### config.mk
export PLATFORM = sky130hd
export DESIGN_NAME = tmff_angle_reduce
export DESIGN_NICKNAME = d
export VERILOG_FILES = /design/src/design/tmff_pkg.sv /design/src/design/tmff_angle_reduce.sv
export SDC_FILE = /design/constraint.sdc
export NUM_CORES = 1
export LEC_CHECK = 0
export BUFFER_PORTS_ARGS = -buffer_cell sky130_fd_sc_hd__buf_4
export CAP_MARGIN = 30
export CORE_ASPECT_RATIO = 0.5
export CORE_MARGIN = 2
export CORE_UTILIZATION = 55
export DETAILED_ROUTE_END_ITERATION = 16
export PLACE_DENSITY = 0.73
export SLEW_MARGIN = 5
export SYNTH_ARGS = -nofsm -noshare
export SYNTH_HDL_FRONTEND = slang
export SYNTH_SLANG_ARGS = --single-unit
### constraint.sdc
create_clock -name clk -period 15 [get_ports clk]
set_input_delay 1.5 -clock clk [delete_from_list [all_inputs] [get_ports clk]]
set_output_delay 1.5 -clock clk [all_outputs]
set_load 0.01 [all_outputs]
### src/design/tmff_pkg.sv
`timescale 1ns / 1ps
// Shared constants, types and the CORDIC angle table for the magic formula tire force block.
// No dependencies.
package tmff_pkg;

	localparam int FRAC              = 16;
	localparam int CORDIC_STAGES_DEF = 18;

	localparam int SLIP_W  = 22;
	localparam int MU_W    = 18;
	localparam int FORCE_W = 35;
	localparam int B_W     = 21;
	localparam int C_W     = 19;
	localparam int D_W     = 18;
	localparam int E_W     = 22;
	localparam int SV_W    = 18;
	localparam int SH_W    = 18;
	localparam int LOAD_W  = 16;

	localparam int CFG_IDX_W  = 3;
	localparam int CFG_DATA_W = 22;

	localparam int ANG_W        = 33;
	localparam int ARG_W        = 37;
	localparam int RED_W        = 35;
	localparam int ARG_HI_SHIFT = 20;
	localparam int RECIP_W      = 15;
	localparam int RECIP_SHIFT  = 26;
	localparam int K_W          = 6;

	localparam logic signed [ANG_W-1:0] GAIN_Q30    = 33'sd652032874;
	localparam logic signed [RED_W-1:0] PI_Q30      = 35'sd3373259426;
	localparam logic signed [RED_W-1:0] HALF_PI_Q30 = 35'sd1686629713;
	localparam logic signed [RED_W-1:0] TWO_PI_Q30  = 35'sd6746518852;
	localparam logic [RECIP_W-1:0]      RECIP_2PI   = 15'd10430;

	localparam logic signed [FORCE_W-1:0] FORCE_MAX = {1'b0, {(FORCE_W-1){1'b1}}};
	localparam logic signed [FORCE_W-1:0] FORCE_MIN = {1'b1, {(FORCE_W-1){1'b0}}};

	localparam logic [30:0] ANGLE_TAB [32] = '{
		31'd843314856, 31'd497837829, 31'd263043836, 31'd133525158, 31'd67021686,
		31'd33543515, 31'd16775850, 31'd8388437, 31'd4194282, 31'd2097149,
		31'd1048575, 31'd524287, 31'd262143, 31'd131071, 31'd65535, 31'd32767,
		31'd16383, 31'd8191, 31'd4095, 31'd2047, 31'd1023, 31'd511, 31'd255,
		31'd127, 31'd63, 31'd31, 31'd15, 31'd7, 31'd3, 31'd1, 31'd0, 31'd0
	};

	typedef enum logic [CFG_IDX_W-1:0] {
		CFG_STIFFNESS_B      = 3'd0,
		CFG_SHAPE_C          = 3'd1,
		CFG_PEAK_D           = 3'd2,
		CFG_CURVATURE_E      = 3'd3,
		CFG_VERTICAL_SHIFT   = 3'd4,
		CFG_HORIZONTAL_SHIFT = 3'd5,
		CFG_NOMINAL_LOAD     = 3'd6
	} cfg_reg_t;

	typedef struct packed {
		logic en;
		logic vld;
	} pipe_ctl_t;

	function automatic logic signed [ANG_W-1:0] angle_at(input int k);
		logic [4:0] idx;
		idx = k[4:0];
		return $signed({2'b00, ANGLE_TAB[idx]});
	endfunction

endpackage

### src/design/tmff_angle_reduce.sv
`timescale 1ns / 1ps
// Four-stage angle reduction: wrap a Q30 angle into (-pi, pi], then fold into [-pi/2, pi/2].
// Depends on tmff_pkg.
module tmff_angle_reduce import tmff_pkg::*; #(
	parameter int SIDE_W = 18
) (
	input  logic                    clk,
	input  logic                    arst_n,
	input  pipe_ctl_t               ctl,
	input  logic signed [ARG_W-1:0] arg_in,
	input  logic [SIDE_W-1:0]       side_in,
	output logic                    vld_out,
	output logic signed [ANG_W-1:0] z_out,
	output logic [SIDE_W-1:0]       side_out
);

	localparam int HI_W = ARG_W - ARG_HI_SHIFT;
	localparam int KP_W = HI_W + RECIP_W + 1;
	localparam int RP_W = K_W + RED_W;

	logic signed [HI_W-1:0]  a_hi;
	logic signed [KP_W-1:0]  k_prod;
	logic signed [RP_W-1:0]  r_prod;
	logic signed [RP_W-1:0]  r_full;

	logic signed [K_W-1:0]   k_s1;
	logic signed [ARG_W-1:0] arg_s1;
	logic signed [RED_W-1:0] r_s2;
	logic signed [RED_W-1:0] c_s3;
	logic signed [ANG_W-1:0] z_s4;
	logic [SIDE_W-1:0]       side_s1, side_s2, side_s3, side_s4;
	logic                    vld_s1, vld_s2, vld_s3, vld_s4;

	assign a_hi   = arg_in[ARG_W-1:ARG_HI_SHIFT];
	assign k_prod = KP_W'(a_hi) * $signed({1'b0, RECIP_2PI})
		+ (KP_W'(1) <<< (RECIP_SHIFT - 1));
	assign r_prod = RP_W'(k_s1) * RP_W'(TWO_PI_Q30);
	assign r_full = RP_W'(arg_s1) - r_prod;

	always_ff @(posedge clk or negedge arst_n) begin
		if (!arst_n) begin
			vld_s1 <= 1'b0;
			vld_s2 <= 1'b0;
			vld_s3 <= 1'b0;
			vld_s4 <= 1'b0;
		end else if (ctl.en) begin
			vld_s1 <= ctl.vld;
			vld_s2 <= vld_s1;
			vld_s3 <= vld_s2;
			vld_s4 <= vld_s3;
		end
	end

	always_ff @(posedge clk) begin
		if (ctl.en) begin
			k_s1    <= k_prod[RECIP_SHIFT+K_W-1:RECIP_SHIFT];
			arg_s1  <= arg_in;
			side_s1 <= side_in;

			r_s2    <= r_full[RED_W-1:0];
			side_s2 <= side_s1;

			if (r_s2 > PI_Q30) begin
				c_s3 <= r_s2 - TWO_PI_Q30;
			end else if (r_s2 <= -PI_Q30) begin
				c_s3 <= r_s2 + TWO_PI_Q30;
			end else begin
				c_s3 <= r_s2;
			end
			side_s3 <= side_s2;

			if (c_s3 > HALF_PI_Q30) begin
				z_s4 <= ANG_W'(PI_Q30 - c_s3);
			end else if (c_s3 < -HALF_PI_Q30) begin
				z_s4 <= ANG_W'(-PI_Q30 - c_s3);
			end else begin
				z_s4 <= ANG_W'(c_s3);
			end
			side_s4 <= side_s3;
		end
	end

	assign vld_out  = vld_s4;
	assign z_out    = z_s4;
	assign side_out = side_s4;

endmodule

# == Word-level counts from Yosys, hierarchy flattened ==
# Index checks and enable logic that the tools add are counted.
# classes
n_mux,4
n_lt_le_gt_ge,4
addsub,6
multipliers,2
# op_table
cell,n
$mux 35,2
$mux 33,2
$sub 33x33->33 const A,2
$add 35x34->35 const B,1
$gt 35x32->1 const B,1
$gt 35x33->1 const B,1
$le 35x33->1 const B,1
$lt 35x32->1 const B,1
$sub 35x34->35 const B,1
$sub 35x35->35,1
$mul 6x32->33 const B,1
$add 32x27->32 const B,1
$mul 17x14->31 const B,1
# word_totals
in_bits,59
register_bits,220
out_inout_bits,52
elab_cells,29

# == Logic depth before layout (Yosys ltp) ==
# Gate-level depths: netlist of the first run.
# depth
depth_word,3
depth_mapped,27
mapped_depth_nobuf,26

# == Worst setup path after synthesis of the first run ==
# No wires, ideal clock.
# synth_timing
path_kind,input -> register
from,input arg_in[36]
to,register k_s1[5] (data pin)
n_path_buf,1
slack_ns,7.341
required_ns,14.740
setup_time_ns,0.260
cell_stages,25
arrival_time_ns,7.399
path_cell_list,buf_2 -> clkinv_1 -> fa_1 -> xnor2_1 -> xnor2_1 -> ha_1 -> fa_1 -> fa_1 -> inv_1 -> fa_1 -> inv_1 -> ha_1 -> and3_1 -> a211oi_1 -> a311oi_1 -> nor2_1 -> a21boi_0 -> o21a_1 -> nor2_1 -> ha_1 -> inv_1 -> nor3_1 -> o2111ai_1 -> a221oi_2 -> xnor2_1
# synth_between
elab_chain_cells,2
# synth_rtl
element,line,text
start: declaration,tmff_angle_reduce.sv:10,"input logic signed [ARG_W-1:0] arg_in,"
$mul 17x14->31,tmff_angle_reduce.sv:35,"assign k_prod = KP_W'(a_hi) * $signed({1'b0, RECIP_2PI})"
$add 32x27->32,tmff_angle_reduce.sv:36,+ (KP_W'(1) <<< (RECIP_SHIFT - 1));
net k_prod[31],tmff_angle_reduce.sv:22,logic signed [KP_W-1:0] k_prod;
end signal: assignment,tmff_angle_reduce.sv:56,k_s1 <= k_prod[RECIP_SHIFT+K_W-1:RECIP_SHIFT];
end: declaration,tmff_angle_reduce.sv:26,logic signed [K_W-1:0] k_s1;
# The timed path passes the listed nets, and every way through them passes these cells.
# A chain may end at the register's enable or synchronous reset.

# == Worst setup path after layout of the first run ==
# layout_timing
from,input arg_in[35]
to,register k_s1[5] (data pin)
# Same word-level chain as after synthesis.

==> results of run 1 <==
## registers in the layout, indices dropped and copies added, names as in the netlist
name / flops
z_out: 33
r_s2: 35
side_out: 18
vld_s3: 1
side_s1: 18
vld_out: 1
side_s3: 18
arg_s1: 35
c_s3: 35
side_s2: 18
k_s1: 6
vld_s1: 1
vld_s2: 1
## cell usage in the layout (no fill, tap or decap), types with 10 or more instances in the layout
cell type,Yosys,routed
sky130_fd_sc_hd__o21bai_1,11,11
sky130_fd_sc_hd__xor2_1,46,46
sky130_fd_sc_hd__nor3_1,27,27
sky130_fd_sc_hd__a31oi_1,13,13
sky130_fd_sc_hd__and3_1,19,19
sky130_fd_sc_hd__o22ai_1,10,10
sky130_fd_sc_hd__a211oi_1,12,12
sky130_fd_sc_hd__clkbuf_16,0,22
sky130_fd_sc_hd__xnor2_1,96,96
sky130_fd_sc_hd__nand2_1,97,97
sky130_fd_sc_hd__edfxtp_1,216,216
sky130_fd_sc_hd__ha_1,211,211
sky130_fd_sc_hd__o21ai_0,70,70
sky130_fd_sc_hd__o31ai_1,10,10
sky130_fd_sc_hd__and2_1,12,12
sky130_fd_sc_hd__buf_4,4,115
sky130_fd_sc_hd__inv_1,225,225
sky130_fd_sc_hd__a21o_1,41,41
sky130_fd_sc_hd__fa_1,119,119
sky130_fd_sc_hd__or3_1,11,11
sky130_fd_sc_hd__a21oi_1,97,97
sky130_fd_sc_hd__nor2_1,73,73
sky130_fd_sc_hd__nand3_1,25,25
sky130_fd_sc_hd__o21a_1,24,24
## metrics by stage
step | hold WS (ns) | std cells | util (%) | instance area (um^2) | worst slack (ns)
after global routing | 0.4239 | 2273 | 61.78 | 20530 | 7.312
after CTS | 0.4183 | 2273 | 61.78 | 20530 | 7.726
final | 0.4178 | 2273 | 61.78 | 20530 | 7.725
after detailed placement | 0.4045 | 2235 | 59.74 | 19850 | 7.172
after floorplan | 0.4003 | 1733 | - | 18680 | 7.341
after global placement | 0.4002 | 2235 | 59.74 | 19850 | 7.278
## synthesized netlist by cell type (all sizes together), types with 5 or more instances
cell type,n,area (um^2)
inv,226,848.3
edfxtp,216,6486
ha,211,2640
fa,119,2382
a21oi,98,501.7
nand2,97,364.1
xnor2,96,840.8
o21ai,79,399.1
nor2,73,274.0
xor2,46,402.9
a21o,41,307.8
buf,30,170.2
nor3,29,155.2
clkbuf,25,95.09
nand3,25,125.1
o21a,24,180.2
and3,19,118.9
a31oi,15,106.4
a211oi,14,115.1
o31ai,13,121.4
and2,12,75.07
or3,12,80.08
o21bai,11,82.58
o22ai,10,62.56
a22oi,9,72.57
nand2b,9,56.30
nor2b,9,56.30
o211ai,9,67.56
and4,8,70.07
nand4,8,50.05
nor4,8,62.56
o31a,8,70.07
a32oi,7,61.31
or2,7,43.80
a221oi,6,82.59
a31o,6,52.55
o2111ai,6,58.80
or4,6,48.80
a311oi,5,43.79
## routing by layer
metal	track usage [%]	wire length [um]
met2	35.57	17450
met5	0	0
met3	2.754	1556
met1	28.85	16910
met4	4.018	609
## how the worst max path moves through the flow
stage	startpoint	end	slack, ns	depth (start not counted)
after global placement	arg_in[35]	k_s1[5]$_DFFE_PP_	7.28	25
final	arg_in[35]	k_s1[5]$_DFFE_PP_	7.72	25
after CTS	arg_in[35]	k_s1[5]$_DFFE_PP_	7.73	25
after detailed placement	arg_in[35]	k_s1[5]$_DFFE_PP_	7.17	25
after global routing	arg_in[35]	k_s1[5]$_DFFE_PP_	7.31	25
after floorplan	arg_in[36]	k_s1[5]$_DFFE_PP_	7.34	25
## worst reg2reg max path, stage by stage (launching register included)
cell,delay (ns)
sky130_fd_sc_hd__edfxtp_1,0.62
sky130_fd_sc_hd__ha_1,0.47
sky130_fd_sc_hd__inv_1,0.08
sky130_fd_sc_hd__fa_1,0.49
sky130_fd_sc_hd__inv_1,0.06
sky130_fd_sc_hd__fa_1,0.38
sky130_fd_sc_hd__ha_1,0.29
sky130_fd_sc_hd__ha_1,0.37
sky130_fd_sc_hd__a21oi_1,0.14
sky130_fd_sc_hd__o21ai_0,0.19
sky130_fd_sc_hd__a31oi_1,0.40
sky130_fd_sc_hd__o21bai_1,0.10
sky130_fd_sc_hd__a21oi_1,0.19
sky130_fd_sc_hd__xor2_1,0.21
sky130_fd_sc_hd__ha_1,0.34
sky130_fd_sc_hd__a21oi_1,0.18
sky130_fd_sc_hd__o21ai_0,0.14
sky130_fd_sc_hd__o31a_1,0.26
sky130_fd_sc_hd__o21ai_0,0.16
sky130_fd_sc_hd__o31a_1,0.27
sky130_fd_sc_hd__a2111o_1,0.21
sky130_fd_sc_hd__a21oi_1,0.08
sky130_fd_sc_hd__o22ai_1,0.15
sky130_fd_sc_hd__xnor3_1,0.51
## layout make-up
| cell class | instances | area [um^2] |
|---|---|---|
| sequential | 220 | 6586 |
| timing repair buffer | 116 | 878.3 |
| clock buffer | 25 | 561.8 |
| inverter | 227 | 852.1 |
| multi-input combinational | 1231 | 10980 |
| clock inverter | 13 | 115.1 |
| tap | 441 | 551.8 |
| fill | 2730 | 12700 |
## kinds of logic (layout without fill, tap and decap cells)
logic type	count (synthesis)	after routing	share of synthesized area [%]
AOI/OAI and AO/OA	406	406	15.11
xor gates and xnor gates	143	143	6.777
adders and majority gates	330	330	26.88
buffers and inverters	282	381	5.980
DFF	220	220	35.25
muxes	8	8	0.5223
and+or+nand+nor	344	344	9.482
==> flow_summary.toml, run 1 <==
[die]
io_pins = 111
die-area_um2 = 35550
std_cell_rows = 47
core-area_um2 = 33230
floorplan_die_width_um = 264.7
initial_utilization_pct = 56.23
floorplan.die.height_um = 134.3

[grt]
vias_in_the_first_global_route = 12400
grtUsageTotal_pct = 20.82
grt_overflow_total = 0
grt_max_degree = 89
global_route_wire_length_before_repair_um = 60630
grt_antenna_before_repair = 0

[setup_path]
worst-endpoint-required_ns = 15.28
worst_path_dominant_cell_family = "adder cells"
rr_startpoint = "k_s1[1]$_DFFE_PP_"
cp.arrival_ns = 7.55
critical_path_peak_fanout = 12
timing.critical_path.to_type = "flip-flop"
max_stage_delay_ns = 0.54
r2r-end = "r_s2[34]$_DFFE_PP_"
start_kind = "input pin"
path_class = "input pin to flip-flop"
timing.reg2reg.worst_path_depth = 23
timing.reg2reg.setup_slack_ns = 8.38
worst-path-buf-inv = 6
slowest_stage = "sky130_fd_sc_hd__fa_1"

[cts]
clock-root-buffer = "sky130_fd_sc_hd__clkbuf_16"
clk_pin_slew_ns = 0.07
insertion_delay_ns = 0.53
ctsHoldBuffers = 0
post_cts_resized = 0
cts.path.max_buffers = 3
cts-buffers-inserted = 22
postCtsSetupRepairBufs = 0
htreeDepth = 1
cts_tree = "yes"
cts_sinks = 220

[route]
antenna_violating_nets_post_route = 0
vias_per_cell = 5.634
vias = 12806
drt_drc_violations_left = 0
drt_iter0_drc = 688
routed_wl_um = 36530
drt_pass1_iterations = 5
wl_per_cell_um = 16.07

[timing]
unrepaired_setup_endpoints_after_global_routing = "false"
worstMarginPinSlew_ns = 0.9314
final.min_clock_period_ns = 7.275
achievable-frequency_ghz = 0.1374
finalHoldViolCount = 0
timing.setup.tns_ns = 0
fin_crit_sh_pct = 48.50
slew_viol_final = 0
setup_violations = 0
final.setup_skew_ns = 0.01607
tightest_slew_margin_relative_to_the_limit_pct = 37.90

[yosys]
register_bit_total_from_synthesis = 220
synthCells = 1733
synth.net_count = 2122
yosysUniqueCellTypes = 100
yosysWarningCount = 0
async_reset_ff_share_pct = 1.818
postSynthAreaPerCell_um2 = 10.78
synth.cell_area_um2 = 18680
synth-main-ff-cell = "sky130_fd_sc_hd__edfxtp_1"
synth_seq_area_share_pct = 35.25
synth-edff-count = 216

[run_status]
run_status = "complete, no violations"

[placement]
globalplace.congestion = 0.9097
hpwlAfterDp_um = 28970
placement.io_buffers = 110

[min_path]
min-delay-start = "side_s1[8]$_DFFE_PP_"
hold-path-cell-count = 0
min-delay-path-class = "flip-flop to flip-flop"
hold_end = "side_s2[8]$_DFFE_PP_"

[job]
max_cap_viol_count = 0

[finish]
insertedDiodeCount = 0
drive_gt1_share_pct = 10.37
layout-area-overhead-vs-synth_pct = 9.857
final_layout_net_count = 2207
Power of run 1 is not shown: default switching activity piles up to over one toggle a cycle in this logic, so the estimate is an artifact.
==> run 2: changes to the inputs <==
Clock period 15 ns to 6.9 ns, I/O delays scaled along.
==> run 2 against run 1 <==
Cell count is 0.66% higher; first-iteration DRC count is 7.4% higher; setup slack got worse by 7.2 ns; highest routed layer unchanged; clock-buffer cell count grew 2.
==> flow_summary.toml, run 2 (synthesis gave the netlist of run 1 again) <==
[setup_path]
crit_top_cell = "sky130_fd_sc_hd__ha_1"
r2r-end = "r_s2[34]$_DFFE_PP_"
start_kind = "flip-flop"
worst_path_dominant_cell_family = "adder cells"
max_stage_delay_ns = 0.56
worst-path-buf-inv = 2
critical_path.cell_chain = "ha_1 > fa_1 > inv_1 > fa_1 > inv_1 > ha_1 > ha_1 > and3b_1 > o21ai_1 > nand2_1 > a21o_1 > a21o_1 > a21oi_1 > xor2_1 > ha_1 > nand2_1 > nor2_1 > a21o_1 > a31oi_2 > o31a_1 > a2111o_1 > a21oi_1 > o22ai_1 > xnor3_1"
worst-path-stages = 24
worst-endpoint-required_ns = 7.18
critical_path.endpoint = "r_s2[34]$_DFFE_PP_"
timing.critical_path.to_type = "flip-flop"
timing.reg2reg.setup_slack_ns = 0.48
critical_path_peak_fanout = 7
path_class = "flip-flop to flip-flop"
timing.reg2reg.worst_path_depth = 24
cp.arrival_ns = 6.70
launching_instance_or_port_of_the_critical_path = "k_s1[4]$_DFFE_PP_"
rr_startpoint = "k_s1[4]$_DFFE_PP_"
slowest_stage = "sky130_fd_sc_hd__edfxtp_1"

[cts]
ctsHoldBuffers = 1
postCtsSetupRepairBufs = 0
cts.path.max_buffers = 3
cts-buffers-inserted = 23
cts_sinks = 220
insertion_delay_ns = 0.56
htreeDepth = 1
cts_tree = "yes"
clock-root-buffer = "sky130_fd_sc_hd__clkbuf_16"
post_cts_resized = 0
clk_pin_slew_ns = 0.07

[placement]
placement.io_buffers = 110
hpwlAfterDp_um = 29510
globalplace.congestion = 0.9686
placed_cell_area_um2 = 19920

[die]
io_pins = 111
floorplan_die_width_um = 264.7
initial_utilization_pct = 56.23
floorplan.die.height_um = 134.3
std_cell_rows = 47
core-area_um2 = 33230
die-area_um2 = 35550

[finish]
drive_gt1_share_pct = 11.04
insertedDiodeCount = 0
reg_top3 = "arg_s1: 35 flops, c_s3: 35 flops, r_s2: 35 flops"
final_cell_mix = "sky130_fd_sc_hd__inv_1 (225), sky130_fd_sc_hd__edfxtp_1 (216), sky130_fd_sc_hd__ha_1 (211)"
filler_cell_count = 2712
layout-area-overhead-vs-synth_pct = 10.79
final_layout_net_count = 2219
final_cell_area_um2 = 20700
layout_commonest_cell = "sky130_fd_sc_hd__inv_1"

[min_path]
min-delay-path-class = "input pin to flip-flop"

[grt]
grt_antenna_before_repair = 0
global_route_wire_length_before_repair_um = 63150
grt_overflow_total = 0
vias_in_the_first_global_route = 12745
grt_max_degree = 126
grtUsageTotal_pct = 21.81

[route]
routed_wl_um = 38140
vias_per_cell = 5.685
vias = 13008
wl_per_cell_um = 16.67
drt_pass1_iterations = 7
drt_drc_violations_left = 0
drt_iter0_drc = 739
antenna_violating_nets_post_route = 0

[timing]
setup_violations = 0
final.setup_skew_ns = 0.02761
worstMarginPinSlew_ns = 1.018
tightest_slew_margin_relative_to_the_limit_pct = 32.14
finalHoldViolCount = 0
fin_crit_sh_pct = 93.07
final.min_clock_period_ns = 6.422
unrepaired_setup_endpoints_after_global_routing = "false"
slew_viol_final = 0
worst_hold_slack_ns = 0.3073
achievable-frequency_ghz = 0.1557
timing.setup.tns_ns = 0

[job]
max_cap_viol_count = 0

[run_status]
run_status = "complete, no violations"
## run 2: through the flow
step,utilization (%),worst slack [ns],std cells
6_report,62.30,0.4780,2288
5_1_grt,62.30,0.08727,2288
4_1_cts,62.30,0.5028,2288
3_5_place_dp,59.97,0.006087,2245
3_3_place_gp,59.97,0.1716,2245
2_1_floorplan,-,0.05073,1733
## run 2: how the worst min path moves through the flow
stage	startpoint	to	slack (ns)	cells after the start
after floorplan	arst_n	vld_out$_DFFE_PN0P_	0.39	0
after global placement	side_s3[4]$_DFFE_PP_	side_out[4]$_DFFE_PP_	0.40	0
after detailed placement	side_s1[12]$_DFFE_PP_	side_s2[12]$_DFFE_PP_	0.40	0
after CTS	arg_in[0]	arg_s1[0]$_DFFE_PP_	0.28	1
after global routing	arg_in[0]	arg_s1[0]$_DFFE_PP_	0.29	1
final	arg_in[0]	arg_s1[0]$_DFFE_PP_	0.31	1
## run 2: cell type report
class | count | area [um^2] | area share, %
clock buffer | 27 | 590.6 | 2.853
clock inverter | 15 | 175.2 | 0.8462
inverter | 227 | 852.1 | 4.116
multi-input combinational | 1231 | 10980 | 53.05
sequential | 220 | 6586 | 31.82
tap | 441 | 551.8 | 2.666
timing repair buffer | 127 | 963.4 | 4.654
## run 2: per-layer routing
metal	share of wire (%)	GRT usage (%)
met1	46	29.98
met2	47	37.41
met3	4.3	2.662
met4	2.0	4.865
met5	0	0
Power of run 2 is left out for the same reason.
==> run 3: changes to the inputs <==
Settings changed: GPL_TIMING_DRIVEN from default to 0, SLEW_MARGIN 5 to 30.
==> run 3 against run 2 <==
Setup slack worse by 0.15 ns; via count up 0.88%; routed wire length up 0.69%; first-iteration DRC count down 2.2%; final area up 2.0%; largest cell class unchanged.
==> flow_summary.toml, run 3 (synthesis gave the netlist of run 1 again) <==
[setup_path]
slowest_stage = "sky130_fd_sc_hd__edfxtp_1"
worst-endpoint-required_ns = 7.16
start_kind = "flip-flop"
cp.arrival_ns = 6.83
critical_path.cell_chain = "ha_1 > inv_1 > fa_1 > inv_1 > fa_1 > ha_1 > ha_1 > a21oi_1 > o21ai_0 > a31oi_2 > o21bai_1 > a21oi_1 > xor2_1 > ha_1 > clkbuf_1 > a21oi_1 > o21ai_0 > o31a_1 > o21ai_0 > o31a_1 > a2111o_1 > a21oi_1 > o22ai_1 > xnor3_1"
max_stage_delay_ns = 0.52
critical_path_peak_fanout = 7
path_class = "flip-flop to flip-flop"
timing.critical_path.to_type = "flip-flop"

[route]
drt_pass1_iterations = 5
vias = 13123
wl_met1_um = 17370
antenna_violating_nets_post_route = 0
routed_wl_um = 38400
drt_drc_violations_left = 0
vias_per_cell = 5.599
drt_iter0_drc = 723
detailroute.wirelength.met3_um = 1610
highest_layer_used_for_signal_routing = "met4"
met2RoutedLength_um = 18610
wl_per_cell_um = 16.38

[placement]
numPlacedInstances = 2286
placement.setup.worst_slack_ns = -0.5269
globalplace.congestion = 0.9229
placement.io_buffers = 110
placed_cell_area_um2 = 20130
hpwlAfterDp_um = 29820

[timing]
tightest_slew_margin_relative_to_the_limit_pct = 43.30
worstMarginPinSlew_ns = 0.8505
final.setup_skew_ns = 0.02411
slew_viol_final = 0
final.min_clock_period_ns = 6.574
achievable-frequency_ghz = 0.1521
setup_violations = 0
timing.setup.tns_ns = 0
finalHoldViolCount = 0
fin_crit_sh_pct = 95.28
final_critical_path_setup_slack_ns = 0.3258

[cts]
clock-root-buffer = "sky130_fd_sc_hd__clkbuf_16"
htreeDepth = 1
cts_sinks = 220
insertion_delay_ns = 0.54
cts-buffers-inserted = 23
clk_pin_slew_ns = 0.06
cts.path.max_buffers = 3
cts_tree = "yes"

[min_path]
min-delay-path-class = "input pin to flip-flop"

[run_status]
run_status = "complete, no violations"

[finish]
drive_gt1_share_pct = 12.62
multi_input_comb_area_um2 = 10990
reg_top3 = "arg_s1: 35 flops, c_s3: 35 flops, r_s2: 35 flops"
layout.cells.non_filler = 2344
final_cell_mix = "sky130_fd_sc_hd__inv_1 (223), sky130_fd_sc_hd__edfxtp_1 (216), sky130_fd_sc_hd__ha_1 (211)"
final_layout_net_count = 2275
final_cell_area_um2 = 21110
layout-area-overhead-vs-synth_pct = 12.99
layout_commonest_cell = "sky130_fd_sc_hd__inv_1"
filler_cell_count = 2663
seqCellArea_um2 = 6586

[die]
die-area_um2 = 35550
core-area_um2 = 33230
initial_utilization_pct = 56.23
floorplan_die_width_um = 264.7
floorplan.die.height_um = 134.3
io_pins = 111
std_cell_rows = 47

[grt]
vias_in_the_first_global_route = 12795
grtUsageTotal_pct = 21.76
global_route_wire_length_before_repair_um = 62840
grt_max_degree = 98
grt_antenna_before_repair = 1
grt_overflow_total = 0

[job]
max_cap_viol_count = 0
==> run 3: cell types whose count changed in the layout (fill, tap and decap cells not counted), moves of 3 or more <==
cell / delta
sky130_fd_sc_hd__buf_2: +22
sky130_fd_sc_hd__buf_4: +4
sky130_fd_sc_hd__clkbuf_1: +21
sky130_fd_sc_hd__clkbuf_8: +3
sky130_fd_sc_hd__clkinv_2: -4
==> run 3: what timing repair did <==
item	4_1_cts	5_1_grt
setup buffers	0	16
endpoints found under the setup margin	0	6
resized for setup	0	6
endpoints found under the hold margin	4	0
hold buffers	1	0
==> run 3: worst paths after layout <==
| path | startpoint | endpoint | slack [ns] | cells past startpoint |
|---|---|---|---|---|
| max | k_s1[2]$_DFFE_PP_ | r_s2[34]$_DFFE_PP_ | 0.33 | 24 |
| min | arg_in[8] | arg_s1[8]$_DFFE_PP_ | 0.33 | 1 |
| max reg2reg | k_s1[2]$_DFFE_PP_ | r_s2[34]$_DFFE_PP_ | 0.33 | 24 |
| min reg2reg | side_s3[10]$_DFFE_PP_ | side_out[10]$_DFFE_PP_ | 0.41 | 0 |
| max in group asynchronous | arst_n | vld_out$_DFFE_PN0P_ | 6.31 | 2 |
| min in group asynchronous | arst_n | vld_s1$_DFFE_PN0P_ | 0.49 | 2 |
==> run 3: per-layer routing <==
layer / global-route usage [%] / up-vias
met5: 0 / -
li1: - / 6519
met4: 5.430 / 0
met1: 29.07 / 6275
met3: 3.011 / 52
met2: 37.82 / 277
==> run 3: final cells by class <==
cell class / count / share of cell area [%]
tap: 441 / 2.614
inverter: 227 / 4.083
sequential: 220 / 31.20
buffer: 54 / 1.239
timing repair buffer: 129 / 4.824
antenna: 1 / 0.01185
clock inverter: 13 / 1.031
clock buffer: 28 / 2.957
multi-input combinational: 1231 / 52.04
==> run 3: critical path: cells and delay by family (launching register included) <==
kind,cells,cell delay [ns]
AO/OA/AOI/OAI,13,2.49
XOR/XNOR,2,0.73
adder cells (fa/ha/maj),6,2.22
buffers and inverters,3,0.31
flip-flops,1,0.52
==> run 3: per-stage QoR <==
stage                     hold WS (ns)  util, %
after floorplan                 0.3944        -
after global placement          0.4008    60.38
after detailed placement        0.4045    60.57
after CTS                       0.3035    63.14
after global routing            0.3004    63.53
final                           0.3263    63.54
Power of run 3 is left out for the same reason.
